### config.mk
export PLATFORM = sky130hd
export DESIGN_NAME = pmmu_lru
export DESIGN_NICKNAME = d
export VERILOG_FILES = /design/src/sv/pmmu_pkg.sv /design/src/sv/pmmu_lru.sv
export SDC_FILE = /design/constraint.sdc
export NUM_CORES = 1
export LEC_CHECK = 0
export BUFFER_PORTS_ARGS = -buffer_cell sky130_fd_sc_hd__clkbuf_2
export CAP_MARGIN = 20
export CORE_ASPECT_RATIO = 1.2
export CORE_UTILIZATION = 40
export CTS_BUF_LIST = sky130_fd_sc_hd__clkbuf_4 sky130_fd_sc_hd__clkbuf_8 sky130_fd_sc_hd__clkbuf_16
export DETAILED_ROUTE_END_ITERATION = 12
export GPL_ROUTABILITY_DRIVEN = 1
export SLEW_MARGIN = 30
export SYNTH_ARGS = -nofsm -noshare
export SYNTH_HDL_FRONTEND = slang
export SYNTH_SLANG_ARGS = --single-unit
### constraint.sdc
create_clock -name i_clk -period 9.1 [get_ports i_clk]
set_clock_uncertainty 0.15 [all_clocks]
set_input_delay 0.91 -clock i_clk [delete_from_list [all_inputs] [get_ports i_clk]]
set_output_delay 0.91 -clock i_clk [all_outputs]
set_load 0.05 [all_outputs]
### src/sv/pmmu_pkg.sv
`default_nettype none
package pmmu_pkg;
    localparam int NUM_FRAMES_D = 16;
    localparam int NUM_PAGES_D  = 256;
    localparam int NUM_PROCS_D  = 4;
    localparam int PID_W   = 2;
    localparam int VA_W    = 16;
    localparam int PAGE_W  = 8;
    localparam int PA_W    = 12;
    localparam int POL_W   = 2;
    localparam int IN_W    = 24;
    localparam int OUT_W   = 32;

    typedef enum logic [1:0] {
        POL_ZERO  = 2'd0,
        POL_FIFO  = 2'd1,
        POL_LRU   = 2'd2,
        POL_CLOCK = 2'd3
    } t_policy;

    typedef enum logic [2:0] {
        ST_CLR,
        ST_IDLE,
        ST_LOOK,
        ST_VICT,
        ST_VWB,
        ST_LRU,
        ST_OUT
    } t_state;
endpackage
`default_nettype wire

### src/sv/pmmu_lru.sv
`default_nettype none
// recency list kept in a small memory; one entry moved at a time, each by a read and a shift step
module pmmu_lru #(
    parameter int NUM_FRAMES = pmmu_pkg::NUM_FRAMES_D,
    parameter int FW = $clog2(NUM_FRAMES)
) (
    input  wire logic          i_clk,
    input  wire logic          i_rst_n,
    input  wire logic          i_start,
    input  wire logic          i_remove,
    input  wire logic [FW-1:0] i_frame,
    output logic               o_busy,
    output logic               o_tail_ok,
    output logic [FW-1:0]      o_tail
);
    import pmmu_pkg::*;
    localparam int LW = $clog2(NUM_FRAMES + 1);

    logic [FW-1:0] r_mem [NUM_FRAMES];
    logic [FW-1:0] r_tail;
    logic [LW-1:0] r_len;
    logic [LW-1:0] r_pos;
    logic [FW-1:0] r_frame;
    logic [1:0]    r_ph;   // 0 idle, 1 read, 2 shift
    logic [FW-1:0] r_rd;

    // list order: index 0 most recent. shift phase walks from limit down to 1,
    // moving each element one place up, then writes frame at 0
    logic [LW-1:0] w_lim;
    logic [LW-1:0] w_hitpos;
    logic          w_found;
    always_comb begin
        w_found  = 1'b0;
        w_hitpos = '0;
        for (int k = 0; k < NUM_FRAMES; k++) begin
            if (!w_found && (LW'(k) < r_len) && r_mem[k] == i_frame) begin
                w_found  = 1'b1;
                w_hitpos = LW'(k);
            end
        end
        if (i_remove && w_found)
            w_lim = w_hitpos;
        else if (r_len >= LW'(NUM_FRAMES))
            w_lim = LW'(NUM_FRAMES - 1);
        else
            w_lim = r_len;
    end

    logic [LW-1:0] n_len;
    always_comb begin
        if (i_remove && w_found)
            n_len = r_len;
        else if (r_len >= LW'(NUM_FRAMES))
            n_len = LW'(NUM_FRAMES);
        else
            n_len = r_len + LW'(1);
    end

    always_ff @(posedge i_clk) begin
        if (!i_rst_n) begin
            r_len <= '0;
            r_ph  <= 2'd0;
        end else begin
            unique case (r_ph)
                2'd0: begin
                    if (i_start) begin
                        r_frame <= i_frame;
                        r_pos   <= w_lim;
                        r_len   <= n_len;
                        r_ph    <= 2'd1;
                    end
                end
                2'd1: begin
                    if (r_pos == '0) begin
                        r_mem[0] <= r_frame;
                        r_ph     <= 2'd0;
                    end else begin
                        r_rd <= r_mem[FW'(r_pos - LW'(1))];
                        r_ph <= 2'd2;
                    end
                end
                default: begin
                    r_mem[FW'(r_pos)] <= r_rd;
                    r_pos <= r_pos - LW'(1);
                    r_ph  <= 2'd1;
                end
            endcase
        end
    end

    always_ff @(posedge i_clk) begin
        r_tail <= r_mem[FW'(r_len - LW'(1))];
    end

    assign o_busy    = (r_ph != 2'd0) || i_start;
    assign o_tail_ok = (r_len != '0);
    assign o_tail    = r_tail;
endmodule
`default_nettype wire

# Word level (Yosys, flattened, before mapping)
# Memory sizes are Yosys's and may differ from the RTL's. A register that Yosys moved wholly into a read port is not among the register bits.
# Index checks and enable logic that the tools add are counted.
# word_totals
latch_bits,0
mem_count,1
regBits,16
input_bits,8
romBits,0
mem_bits_rw,64
# op_classes
multipliers,0
n_eq_ne,18
n_addsub,3
order_cmp,17
shifts,0
n_div,0
n_mux,49
reduce_logical,58
n_bitwise,3
# mem_list
name,depth,width,read_ports,rd_clocked_by_memory_dff,wr,line,source
r_mem,16,4,18,2,1,pmmu_lru.sv:19,logic [FW-1:0] r_mem [NUM_FRAMES];
# ops
cell,n
$mux 5,18
$eq 4x4->1,16
$lt 4x5->1 const A,8
$logic_and 1x1->1,32
$mux 1,25
$lt 3x5->1 const A,4
$logic_not 1->1,15
$reduce_and 3->1,4
$lt 1x5->1 const A,2
$lt 2x5->1 const A,2
$pmux 5 s2,1
$mux 4,2
$add 5x1->5 const B,1
$ge 5x5->1 const B,1
$logic_not 5->1,1
$reduce_bool 5->1,1
$sub 5x1->5 const B,1
$mux 2,2
$pmux 2 s2,1
$reduce_or 4->1,1
$sub 4x1->4 const B,1
$not 1->1,3
$eq 2x1->1 const B,1
$logic_not 2->1,1
other kinds (4),4

# Depth between registers and ports, before layout
# An unclocked memory read counts as a cell.
# depth
depth_word,68
depth_mapped,9

# Worst setup path before layout
# Ideal clock, no wire load.
# synth_path
kind,register -> register
startpoint,register r_pos[0]
endpoint,register r_rd[0] (read register of r_mem) (data pin)
setup_time_ns,0.272
path_stages_with_launch,9
synth_period_minus_slack_ns,3.139
slack_ns,5.961
t_required_ns,8.678
n_path_buf,4
arrival_ns,2.717
cell_sequence,edfxtp_1 clkbuf_1 clkbuf_1 inv_1 ha_1 buf_1 clkbuf_1 mux4_2 mux4_2
# synth_via
elab_chain_len,3
word_cells_on_any_way,4
# synth_rtl
element,line,source
from (decl),pmmu_lru.sv:22,logic [LW-1:0] r_pos;
from (signal assigned),pmmu_lru.sv:68,r_pos <= w_lim;
from (signal assigned),pmmu_lru.sv:84,r_pos <= r_pos - LW'(1);
"parallel branches: the longest is 3 deep, another holds $sub 5x1->5",-,
to (decl),pmmu_lru.sv:25,logic [FW-1:0] r_rd;
# Several ways; the timed one is not identified.
# A chain may end at the register's enable or synchronous reset.

# Final worst setup path
# layout_path
startpoint,register r_pos[0]
endpoint,register r_rd[3] (read register of r_mem) (data pin)
# The elaborated chain is that of the path after synthesis.

==> impl_metrics.tcl <==
set metrics [dict create \
    status "completed" \
    wl_met1_mm 5.35 \
    synth.distinct_cells 61 \
    vdd_drop_max_mv 0.0802 \
    drtPass1Iterations 5 \
    io_pins 14 \
    fmax_ghz 0.319 \
    fin_nets 401 \
    cts_max_level 3 \
    path_buf_inv 2 \
    cp.required_ns 9.02 \
    wl_met2_mm 6.91 \
    critPathMaxFanout 23 \
    yosysSeqAreaShare_pct 47.9 \
    area_growth_pct 7.45 \
    yosysTopAreaCell "edfxtp_1" \
    avgSynthCellArea_um2 13.6 \
    cts.sinks 88 \
    ys.flop_type "edfxtp_1" \
    n_fill_cell 1113 \
    cellLeakagePower_nw 1.81 \
    cp-end-kind "flop" \
    coreArea_um2 12800 \
    antenna_found_initial 0 \
    hold_class "flop to flop" \
    cts.clk_slew.worst_paths_ns 0.06 \
    final-seq-area_um2 2530 \
    synth-seq-cells 88 \
    layout-drive-gt1-share_pct 22.4 \
    floorplan.die_area_um2 13700 \
    max_slew_margin_pct 41.3 \
    slew_violations 0 \
    cts_setup_buffers 0 \
    ant_nets 0 \
    yosysTopAreaCellShare_pct 43.7 \
    hold_viol_final 0 \
    syn-instance-count 389 \
    yosysWarnings 0 \
    die_h_um 128 \
    cts-root-buf "clkbuf_16" \
    clockBufferDepth 2 \
    period_minus_slack_ns 3.13 \
    crit_type "flop to flop" \
    postCtsHoldBufs 0 \
    dp.cells 541 \
    drt_iter0_drc 220 \
    setup_viol 0 \
    rows 45 \
    via_per_inst 6.15 \
    portBuffers 13 \
    drc_errors 0 \
    ys_async_sr_fraction_pct 0 \
    crit_slowest_cell "ha_1" \
    crit_path_start_kind "flop" \
    wl_met3_um 844 \
    synthTopCellsByArea "edfxtp_1 (44%), mux4_2 (17%), xor2_1 (6.5%), xnor2_1 (4.8%), dfxtp_1 (4.2%)" \
    antenna_cells 0 \
    synth_nets 402 \
    cts_tree "done" \
    cts_resized 0 \
    grt_pass1_wl_mm 20.5 \
    vias 3417 \
    grt_start_max_net_pins 29 \
    gp_congestion 0.935 \
    cp_cell_sequence "buf_4 > inv_1 > ha_1 > mux4_2 > mux4_2" \
    synth_edf_count 77 \
    multi_input_area_um2 2550 \
    path_delay_family "multiplexers" \
    drv_cap 0 \
    min_period_over_period_pct 34.4 \
    powerDensity_nw_per_um2 175 \
    rsz0062_at_grt "false" \
    wl_mm 13.6 \
    path_common_cell "mux4_2" \
    syn_area_um2 5290 \
    setup-tns-final_ns 0 \
    track_usage_pct 21.1 \
    overflow 0 \
    clk_latency_ns 0.35 \
    crit_arrival_ns 3.05 \
    worstMarginPinSlew_ns 0.881 \
    wl_per_cell_um 24.5 \
    cp_slowest_stage_delay_ns 0.85 \
    setup_ws_ns 5.97 \
    die_width_um 107 \
    place_hpwl_mm 9.82 \
    cts_buffers 9 \
    start_util_pct 41.4 \
    grt_pass1_vias 3348 \
    top_layer_used "met4" \
    stdcell_count 556 \
    dp_slack_ns 5.74 \
]
[worst paths after layout]
path             from       to  slack (ns)  depth (start not counted)
max          r_pos[0]  r_rd[3]        5.97                          5
min           r_ph[0]  r_ph[1]        0.37                          2
max reg2reg  r_pos[0]  r_rd[3]        5.97                          5
min reg2reg   r_ph[0]  r_ph[1]        0.37                          2
[cell type report]
class	instances	area share, %
inverter	5	0.330
multi-input combinational	269	44.9
tap	164	3.61
clock inverter	3	0.749
clock buffer	12	4.47
sequential	88	44.6
timing repair buffer	15	1.41
[registers in the layout, indices dropped and copies added (netlist names)]
register	count
r_pos	5
r_len	5
r_ph	2
r_rd	4
o_tail	4
r_frame	4
r_mem	64
[placed cells by master, fill, tap and decap left out, types with 4 or more instances in the layout]
cell       count
edfxtp_1      77
mux4_2        40
xor2_1        39
xnor2_1       29
nor2_1        24
nand2_1       18
clkbuf_2      13
dfxtp_1       11
nor3_1        10
nor4_1         9
nand4_1        9
clkbuf_16      9
o21ai_0        8
o21a_1         6
inv_1          5
ha_1           5
nand3_1        4
a21oi_1        4
a31oi_1        4
mux2_2         4
[kinds of logic after synthesis]
kind of cell | Yosys count | synth area share (%)
flip-flops | 88 | 47.9
buffers and inverters | 32 | 3.90
XOR/XNOR | 68 | 11.3
AND/OR/NAND/NOR | 103 | 10.8
multiplexers | 45 | 18.1
adder cells (fa/ha/maj) | 5 | 1.18
AO/OA/AOI/OAI | 48 | 6.86
[stage by stage]
stage | power [mW] | hold WS, ns | area (um^2) | util, %
6_report | 0.997 | 0.370 | 5680 | 44.5
5_1_grt | 1.02 | 0.393 | 5680 | 44.5
4_1_cts | 1.00 | 0.371 | 5680 | 44.5
3_5_place_dp | 0.632 | 0.363 | 5390 | 42.1
3_3_place_gp | 0.631 | 0.351 | 5390 | 42.1
2_1_floorplan | 0.593 | 0.331 | 5290 | -
[power breakdown]
group | internal (mW) | switching [mW]
combinational | 0.0652 | 0.0992
sequential | 0.451 | 0.00835
clock | 0.224 | 0.148
total | 0.741 | 0.256
[synth_stat cells, drive strengths merged, types with 3 or more instances]
master  instances
a21boi          3
a21oi           4
a31oi           4
and2            4
and3            3
and4            3
buf            16
clkbuf         11
dfxtp          11
edfxtp         77
ha              5
inv             5
mux2            4
mux4           40
nand2          18
nand3           4
nand4           9
nor2           25
nor3           11
nor4           10
o211ai          3
o21a            6
o21ai          10
o31a            3
xnor2          29
xor2           39
[metal layers]
metal  up-vias  global-route usage [%]
met5         -                       0
met4         0                    10.2
met3        29                    4.22
met2       147                    35.7
met1      1732                    25.6
li1       1509                       -
[worst register-to-register path: cells and delay by family, from the launching register on]
kind / cells / cell delay, ns
buffers and inverters: 2 / 0.54
adders and majority gates: 1 / 0.85
DFF: 1 / 0.33
muxes: 2 / 1.00
No activity file was read; power rests on OpenSTA's default activity.
